[config.mk]
export PLATFORM = sky130hd
export DESIGN_NAME = rgb_to_hsv_converter_core
export DESIGN_NICKNAME = d
export VERILOG_FILES = /design/src/hw/rtl/rhc_pkg.sv /design/src/hw/rtl/rhc_front.sv /design/src/hw/rtl/rhc_div_cell.sv /design/src/hw/rtl/rhc_back.sv /design/src/hw/rtl/rgb_to_hsv_converter_core.sv
export SDC_FILE = /design/constraint.sdc
export NUM_CORES = 1
export LEC_CHECK = 0
export BUFFER_PORTS_ARGS = -buffer_cell sky130_fd_sc_hd__buf_2
export CAP_MARGIN = 20
export CORE_MARGIN = 1
export CORE_UTILIZATION = 50
export CTS_BUF_LIST = sky130_fd_sc_hd__clkbuf_2 sky130_fd_sc_hd__clkbuf_4 sky130_fd_sc_hd__clkbuf_8
export CTS_CLUSTER_DIAMETER = 50
export CTS_CLUSTER_SIZE = 28
export DETAILED_ROUTE_END_ITERATION = 6
export HOLD_SLACK_MARGIN = 0.1
export PLACE_DENSITY = 0.66
export RECOVER_POWER = 50
export SLEW_MARGIN = 5
export SYNTH_ARGS = -nofsm -noshare
export SYNTH_HDL_FRONTEND = slang
export SYNTH_SLANG_ARGS = --single-unit
[constraint.sdc]
create_clock -name i_clk -period 14.5 [get_ports i_clk]
set_input_delay 2.175 -clock i_clk [delete_from_list [all_inputs] [get_ports i_clk]]
set_output_delay 2.175 -clock i_clk [all_outputs]
set_load 0.01 [all_outputs]
[src/hw/rtl/rhc_pkg.sv]
// ---------------------------------------------------------------------------
// RGB to HSV converter package
// Widths, hue offsets and the item record carried along the divider chain.
// ---------------------------------------------------------------------------
package rhc_pkg;

    localparam int ChanW = 8;            // one color channel
    localparam int QuoW  = 8;            // quotient bits, one divider cell each
    localparam int RemW  = ChanW + QuoW; // dividend and partial remainder
    localparam int HueW  = 9;            // hue 0..360
    localparam int InW   = 3 * ChanW;
    localparam int OutW  = 32;           // hue + sat + value padded to bytes
    localparam int ResW  = HueW + 2 * ChanW;

    // hue offsets per sector
    localparam logic [HueW-1:0] HueRedLow  = 9'd0;
    localparam logic [HueW-1:0] HueRedHigh = 9'd360;
    localparam logic [HueW-1:0] HueGreen   = 9'd120;
    localparam logic [HueW-1:0] HueBlue    = 9'd240;

    localparam logic [5:0] HueScale = 6'd60;

    // item as it moves through the divider cells
    typedef struct packed {
        logic [RemW-1:0]  hue_rem;
        logic [ChanW-1:0] hue_div;
        logic [QuoW-1:0]  hue_quo;
        logic [RemW-1:0]  sat_rem;
        logic [ChanW-1:0] sat_div;
        logic [QuoW-1:0]  sat_quo;
        logic             hue_neg;
        logic [HueW-1:0]  hue_base;
        logic [ChanW-1:0] value;
    } t_div_data;

endpackage

[src/hw/rtl/rhc_front.sv]
// ---------------------------------------------------------------------------
// RGB to HSV front stage
// Finds max/min, picks the hue sector and forms both dividends.
// ---------------------------------------------------------------------------
module rhc_front (
    input  logic                        i_clk,
    input  logic                        i_rst_n,
    input  logic                        i_valid,
    output logic                        o_ready,
    input  logic [rhc_pkg::InW-1:0]     i_pixel,
    output logic                        o_valid,
    input  logic                        i_ready,
    output rhc_pkg::t_div_data          o_data
);
    import rhc_pkg::*;

    logic [ChanW-1:0] red, green, blue, hi, lo, diff, mag;
    logic             neg;
    logic [HueW-1:0]  base;
    t_div_data        n_data, r_data;
    logic             r_valid;

    assign red   = i_pixel[ChanW-1:0];
    assign green = i_pixel[2*ChanW-1:ChanW];
    assign blue  = i_pixel[3*ChanW-1:2*ChanW];

    // max, min and sector; red wins ties, then green
    always_comb begin
        hi = red;
        lo = red;
        if (green > hi) hi = green;
        if (blue > hi) hi = blue;
        if (green < lo) lo = green;
        if (blue < lo) lo = blue;
        diff = hi - lo;
        if (hi == red) begin
            if (green >= blue) begin
                mag  = green - blue;
                neg  = 1'b0;
                base = HueRedLow;
            end else begin
                mag  = blue - green;
                neg  = 1'b1;
                base = HueRedHigh;
            end
        end else if (hi == green) begin
            neg  = (blue < red);
            mag  = neg ? (red - blue) : (blue - red);
            base = HueGreen;
        end else begin
            neg  = (red < green);
            mag  = neg ? (green - red) : (red - green);
            base = HueBlue;
        end
    end

    // dividends; a zero divisor only meets a zero dividend, so use 1 there
    always_comb begin
        n_data          = '0;
        n_data.hue_rem  = RemW'(mag) * RemW'(HueScale);
        n_data.hue_div  = (diff == '0) ? ChanW'(1) : diff;
        n_data.sat_rem  = {diff, {ChanW{1'b0}}} - RemW'(diff);
        n_data.sat_div  = (hi == '0) ? ChanW'(1) : hi;
        n_data.hue_neg  = neg;
        n_data.hue_base = base;
        n_data.value    = hi;
    end

    assign o_ready = !r_valid || i_ready;

    // stage register
    always_ff @(posedge i_clk) begin
        if (!i_rst_n) begin
            r_valid <= 1'b0;
        end else if (o_ready) begin
            r_valid <= i_valid;
        end
    end

    always_ff @(posedge i_clk) begin
        if (o_ready && i_valid) begin
            r_data <= n_data;
        end
    end

    assign o_valid = r_valid;
    assign o_data  = r_data;

endmodule

[src/hw/rtl/rhc_div_cell.sv]
// ---------------------------------------------------------------------------
// RGB to HSV divider cell
// One restoring division step for the hue and saturation lanes.
// ---------------------------------------------------------------------------
module rhc_div_cell #(
    parameter int Bit = 0
) (
    input  logic               i_clk,
    input  logic               i_rst_n,
    input  logic               i_valid,
    output logic               o_ready,
    input  rhc_pkg::t_div_data i_data,
    output logic               o_valid,
    input  logic               i_ready,
    output rhc_pkg::t_div_data o_data
);
    import rhc_pkg::*;

    logic [RemW-1:0] hue_sub, sat_sub;
    logic            hue_ge, sat_ge;
    t_div_data       n_data, r_data;
    logic            r_valid;

    // compare against divisor aligned to this quotient bit
    always_comb begin
        hue_sub = RemW'(i_data.hue_div) << Bit;
        sat_sub = RemW'(i_data.sat_div) << Bit;
        hue_ge  = (i_data.hue_rem >= hue_sub);
        sat_ge  = (i_data.sat_rem >= sat_sub);
        n_data  = i_data;
        n_data.hue_rem      = hue_ge ? (i_data.hue_rem - hue_sub) : i_data.hue_rem;
        n_data.sat_rem      = sat_ge ? (i_data.sat_rem - sat_sub) : i_data.sat_rem;
        n_data.hue_quo[Bit] = hue_ge;
        n_data.sat_quo[Bit] = sat_ge;
    end

    assign o_ready = !r_valid || i_ready;

    // stage register
    always_ff @(posedge i_clk) begin
        if (!i_rst_n) begin
            r_valid <= 1'b0;
        end else if (o_ready) begin
            r_valid <= i_valid;
        end
    end

    always_ff @(posedge i_clk) begin
        if (o_ready && i_valid) begin
            r_data <= n_data;
        end
    end

    assign o_valid = r_valid;
    assign o_data  = r_data;

endmodule

[src/hw/rtl/rhc_back.sv]
// ---------------------------------------------------------------------------
// RGB to HSV back stage
// Applies the hue offset and sign, and holds the result item.
// ---------------------------------------------------------------------------
module rhc_back (
    input  logic                     i_clk,
    input  logic                     i_rst_n,
    input  logic                     i_valid,
    output logic                     o_ready,
    input  rhc_pkg::t_div_data       i_data,
    output logic                     o_valid,
    input  logic                     i_ready,
    output logic [rhc_pkg::OutW-1:0] o_result
);
    import rhc_pkg::*;

    logic [HueW-1:0] hue;
    logic [OutW-1:0] n_result, r_result;
    logic            r_valid;

    // offset plus or minus the truncated quotient
    always_comb begin
        hue = i_data.hue_neg ? (i_data.hue_base - HueW'(i_data.hue_quo))
                             : (i_data.hue_base + HueW'(i_data.hue_quo));
        n_result = OutW'({i_data.value, i_data.sat_quo, hue});
    end

    assign o_ready = !r_valid || i_ready;

    // output register
    always_ff @(posedge i_clk) begin
        if (!i_rst_n) begin
            r_valid <= 1'b0;
        end else if (o_ready) begin
            r_valid <= i_valid;
        end
    end

    always_ff @(posedge i_clk) begin
        if (o_ready && i_valid) begin
            r_result <= n_result;
        end
    end

    assign o_valid  = r_valid;
    assign o_result = r_result;

endmodule

[src/hw/rtl/rgb_to_hsv_converter_core.sv]
// ---------------------------------------------------------------------------
// RGB to HSV converter core
// 8-bit RGB pixel in, integer HSV out, one pixel per clock when not stalled.
// ---------------------------------------------------------------------------
// Takes one pixel per clock unless the output stalls and returns one result
// per pixel, in order. Input passes through one stage for max/min and
// dividends, eight divider cells (one quotient bit each, hue and saturation
// in parallel lanes), and the output register. Every stage has its own
// valid and accepts when empty or when it drains, so bubbles close up and
// the input keeps flowing while an output result waits, until all are full.
// Hue is 0..360 (0 for grey), saturation is 255*(max-min)/max truncated
// (0 for black), value is the largest channel.
// ---------------------------------------------------------------------------
module rgb_to_hsv_converter_core (
    input  logic                     i_clk,
    input  logic                     i_rst_n,
    input  logic                     i_s_tvalid,
    output logic                     o_s_tready,
    // [7:0] red_in, [15:8] green_in, [23:16] blue_in
    input  logic [rhc_pkg::InW-1:0]  i_s_tdata,
    output logic                     o_m_tvalid,
    input  logic                     i_m_tready,
    // [8:0] hue_out, [16:9] sat_out, [24:17] value_out, [31:25] zero
    output logic [rhc_pkg::OutW-1:0] o_m_tdata
);
    import rhc_pkg::*;

    t_div_data stage_data  [0:QuoW];
    logic      stage_valid [0:QuoW];
    logic      stage_ready [0:QuoW];

    // sector, max/min, dividends
    rhc_front u_front (
        .i_clk   (i_clk),
        .i_rst_n (i_rst_n),
        .i_valid (i_s_tvalid),
        .o_ready (o_s_tready),
        .i_pixel (i_s_tdata),
        .o_valid (stage_valid[0]),
        .i_ready (stage_ready[0]),
        .o_data  (stage_data[0])
    );

    // divider chain, most significant quotient bit first
    for (genvar k = 0; k < QuoW; k++) begin : g_cell
        rhc_div_cell #(
            .Bit (QuoW - 1 - k)
        ) u_cell (
            .i_clk   (i_clk),
            .i_rst_n (i_rst_n),
            .i_valid (stage_valid[k]),
            .o_ready (stage_ready[k]),
            .i_data  (stage_data[k]),
            .o_valid (stage_valid[k+1]),
            .i_ready (stage_ready[k+1]),
            .o_data  (stage_data[k+1])
        );
    end

    // hue offset and output register
    rhc_back u_back (
        .i_clk    (i_clk),
        .i_rst_n  (i_rst_n),
        .i_valid  (stage_valid[QuoW]),
        .o_ready  (stage_ready[QuoW]),
        .i_data   (stage_data[QuoW]),
        .o_valid  (o_m_tvalid),
        .i_ready  (i_m_tready),
        .o_result (o_m_tdata)
    );

endmodule

# --- Word level (Yosys, flattened, before mapping) ---
# Cells that the tools add are included.
# Widths: inputs -> output; s select.
word_totals:
  register_bits: 649
classes:
  magnitude_cmp: 23
  multipliers: 1
  add_sub_neg: 24
  n_reduce_logical: 32
  n_eq_ne: 2
  n_mux: 30
ops:
  columns: ["operator", "n"]
  rows:
  - ["$mux 16", 13]
  - ["$mux 8", 10]
  - ["$sub 8x8->8", 7]
  - ["$ge 16x10->1", 2]
  - ["$ge 16x11->1", 2]
  - ["$ge 16x12->1", 2]
  - ["$ge 16x13->1", 2]
  - ["$ge 16x14->1", 2]
  - ["$ge 16x8->1", 2]
  - ["$ge 16x9->1", 2]
  - ["$lt 8x8->1", 4]
  - ["$sub 16x10->16", 2]
  - ["$sub 16x11->16", 2]
  - ["$sub 16x12->16", 2]
  - ["$sub 16x13->16", 2]
  - ["$sub 16x14->16", 2]
  - ["$sub 16x9->16", 2]
  - ["$mux 9", 3]
  - ["$eq 8x8->1", 2]
  - ["$ge 16x15->1", 1]
  - ["$gt 8x8->1", 2]
  - ["$logic_not 8->1", 2]
  - ["$sub 14x15->16", 1]
  - ["$sub 16x15->16", 1]
  - ["other kinds (11)", 40]

# --- Depth between registers and ports, before layout ---
logic_depth:
  ltp_word: 12
  ltp_mapped: 35
  ltp_nobuf: 33

# --- Modules after synthesis ---
# A second synthesis with hierarchy kept.
unflattened:
  cells_unflattened: 2845
  area_unflattened_um2: 37338.3
modules_own_cells:
  columns: ["mod", "area_per_inst_um2", "instances", "cells_each", "seq_area_each_um2"]
  rows:
  - ["rhc_front", 6416.2, 1, 676, 1761.7]
  - ["rhc_div_cell (g_cell[5].u_cell)", 3823.7, 1, 276, 2482.4]
  - ["rhc_div_cell (g_cell[7].u_cell)", 3788.6, 1, 271, 2482.4]
  - ["rhc_div_cell (g_cell[6].u_cell)", 3753.6, 1, 270, 2482.4]
  - ["rhc_div_cell (g_cell[3].u_cell)", 3708.6, 1, 268, 2482.4]
  - ["rhc_div_cell (g_cell[1].u_cell)", 3661.0, 1, 237, 2482.4]
  - ["rhc_div_cell (g_cell[4].u_cell)", 3648.5, 1, 257, 2482.4]
  - ["rhc_div_cell (g_cell[2].u_cell)", 3595.9, 1, 247, 2482.4]
  - ["rhc_div_cell (g_cell[0].u_cell)", 3560.9, 1, 229, 2482.4]
  - ["rhc_back", 1381.3, 1, 114, 770.7]

# --- Worst setup path after synthesis ---
# OpenSTA, ideal clock, no wires.
synth_timing:
  path_kind: "input to register"
  from: "in i_s_tdata[8] (netlist bit)"
  to: "reg u_front.r_data, in the netlist u_front.o_data[79] (data pin)"
  setup_time_ps: 258
  slack_ps: 5758
  t_required_ps: 14242
  path_stages: 32
  arrival_ps: 8484
  path_cell_list: "inv_1 > ha_1 > inv_1 > fa_1 > nand3_1 > a21o_1 > a21o_1 > mux2i_1 > ha_1 > nor2b_1 > o211ai_1 > a211oi_2 > nor2_4 > buf_4 > nor3_1 > nor4_1 > nand2_1 > buf_2 > clkbuf_1 > o21ai_0 > fa_1 > fa_1 > ha_1 > a21o_1 > a21oi_1 > o21bai_1 > a21oi_1 > o21bai_1 > a21oi_1 > o21bai_1 > a21oi_1 > xnor2_1"
synth_lines:
  columns: ["element", "line_no", "text"]
  rows:
  - ["from (decl)", "rgb_to_hsv_converter_core.sv:20", "input logic [rhc_pkg::InW-1:0] i_s_tdata,"]
  - ["to (signal assigned)", "rhc_front.sv:82", "r_data <= n_data;"]
  - ["to (decl)", "rhc_front.sv:20", "t_div_data n_data, r_data;"]

==> metrics <==
reg2reg start u_back.o_valid; CP Launch Point i_s_tdata[1]; final wirelength 55,700 µm; Tcrit/Tclk final 71.6%; Pleak 12.5 nW; layout cells sized above 1 7.18%; Top FF cell, synth edfxtp_1; largest net degree at the start of global routing 73; Setup TNS 0 ps; Yosys cell types 77; FMAX 0.0963 GHz; Setup Crit Path Kind in -> reg; Worst Hold Class reg -> reg; TritonRoute pass-1 iters 5; GRT Residual Overflow 0; worst vdd ir 103 µV; endpoints failing setup 0; CP endpoint kind register; Post-CTS Hold Buffers 0; CP startpoint kind input port; count leader, synth edfxtp_1; Post-Syn Area 30,300 µm²; Post-synth ARST share 0%; First DRT Iteration DRCs 886; skew final between 40 and 50 ps; outcome finished with violations; GP Congestion 0.907; Post-CTS Resized 0; Die ar. 61,600 µm²; Detail Placement HPWL 43,100 µm; Area Overhead vs Synth 7.67%; setup bufs post-CTS 0; Initial Util 51.0%; first-pass GRT wire length 89,200 µm; unrepaired setup endpoints after global routing false; Sink Count 600; Setup WS pre-CTS 3590 ps; reg-to-reg critical path endpoint g_cell[5].u_cell.o_data[42]; Placed Area 31,600 µm²; mean post-synth cell area about 13 µm²; EDFF count, synth 590; Synth Warn # 0; Nets 2,777; synth top area cells edfxtp_1 (58%), ha_1 (8.9%), a21oi_1 (3.2%), inv_1 (3.2%), xnor2_1 (3.0%); fin area 32,600 µm²; vias in the first global route 17,600; port bufs 54; WHS Endpoint g_cell[1].u_cell.o_data[14]; Final ANT Viol Nets 0; Synth top cells by count edfxtp_1 (590), inv_1 (256), ha_1 (216); max-cap violations 4; Synth Instances approximately 2,400; Yosys top cell by area edfxtp_1; htree depth 2; Root Buffer clkbuf_8; failing checks max-capacitance violations, max-slew violations; WHS Path Cells 0; chip width 248 µm; Via density 5.34; Worst Slack Setup Final 4110 ps; clock slew at reported path FFs 130 ps; die height 248 µm; Final Max Tran Viols roughly 200; Worst Hold Launch g_cell[0].u_cell.o_data[14]; Power Density between 100 and 150 nW/µm²; CP arrival 10,750 ps; Req. time, crit path 14,860 ps; Final Hold Fails 0; share of the synthesized area in the top cell type 58.4%; Core Region 59,500 µm²; global-route usage over all layers a little under a fifth; total CTS buffers 44; Worst Path Max Fanout 37; Tmin final 10,390 ps; Clock Path Buffers 3; Total Power 4.55 mW; Seq cells post-synth 600; DRC viols 0; Least-Margin Pin Slew between 3000 and 4000 ps; clock latency on the worst-skew pair roughly 650 ps; site row count 89; CTS tree yes; R2R cell count 4; WHS around 400 ps; via count 17,700; Worst R2R Setup Slack just over 10,000 ps; antenna violations before repair 1; register area share after synthesis between 50% and 60%; WL/cell 16.8 µm; # IOs 62; Rel. slew slack -149%
==> stage by stage <==
stage,cells,utilization [%]
after floorplan,2430,-
after global placement,3226,53.1
after detailed placement,3226,53.1
after CTS,3306,54.9
after global routing,3310,54.9
final,3310,54.9
==> worst max-delay path, cell delays in order <==
cell and delay, ps:
buf_2 250, inv_1 240, ha_1 370, nand4_1 130, nor2_1 430, a21o_1 310
mux2i_1 450, ha_1 330, nor2b_1 140, o211ai_1 250, a211oi_2 170, nor2_4 640
nor3_1 90, nor4_1 670, nand2_1 730, o21ai_0 620, fa_1 540, fa_1 570
ha_1 250, a21o_1 180, a21oi_1 220, o21bai_1 90, a21oi_1 240, o21bai_1 90
a21oi_1 220, o21bai_1 90, a21oi_1 180, xnor2_1 70
==> cell usage in the layout, fill, tap and decap left out, types with 15 or more instances in the layout <==
cell type / instances
a21boi_0: 15
a21o_1: 68
a21oi_1: 192
buf_2: 41
clkbuf_1: 20
clkbuf_8: 45
edfxtp_1: 590
fa_1: 31
ha_1: 216
inv_1: 256
mux2_2: 16
mux2i_1: 35
nand2_1: 123
nand2b_1: 38
nand3_1: 26
nand4_1: 21
nor2_1: 166
nor2b_1: 41
nor3_1: 30
nor4_1: 28
o21ai_0: 110
o21bai_1: 16
o31ai_1: 15
xnor2_1: 105
xor2_1: 68
==> how the worst max path moves through the flow <==
stage | end | slack (ps)
2_1_floorplan | u_front.o_data[79] | 5760
6_report | u_front.o_data[79] | 4110
3_5_place_dp | u_front.o_data[79] | 3590
4_1_cts | u_front.o_data[79] | 4250
3_3_place_gp | u_front.o_data[79] | 3790
5_1_grt | u_front.o_data[79] | 3560
==> logic make-up after synthesis <==
| family | share of synthesized area, % |
|---|---|
| AND/OR/NAND/NOR | 8.81 |
| other | 0.0124 |
| multiplexers | 1.82 |
| adder cells (fa/ha/maj) | 11.0 |
| XOR/XNOR | 5.05 |
| flip-flops | 59.1 |
| AO/OA/AOI/OAI | 10.3 |
| buffers and inverters | 3.87 |
==> state kept, by name, indices dropped and copies added, names as in the netlist <==
register	flops
g_cell.u_cell.o_data	507
g_cell.u_cell.o_valid	8
u_back.o_result	25
u_back.o_valid	1
u_front.o_data	58
u_front.o_valid	1
==> metal layers <==
metal | track usage, % | vias up | share of wire, %
li1 | - | 8908 | -
met1 | 21.8 | 8420 | 42
met2 | 33.9 | 249 | 52
met3 | 2.15 | 97 | 2.6
met4 | 6.65 | 0 | 3.3
met5 | 0 | - | 0
==> final cells by class <==
class / count / area [µm²]
inverter: 257 / 965
sequential: 600 / 17900
antenna: 1 / 2.50
multi-input combinational: 1528 / 11300
timing repair buffer: 71 / 355
tap: 773 / 967
clock buffer: 45 / 619
clock inverter: 35 / 482
fill: 4905 / 26800
==> where the power goes <==
part	internal, mW	total, mW	switching (mW)
clock network	0.387	1.00	0.615
registers	2.12	2.19	0.0745
logic	0.574	1.35	0.778
total	3.08	4.55	1.47
No activity file was read; power rests on OpenSTA's default activity.
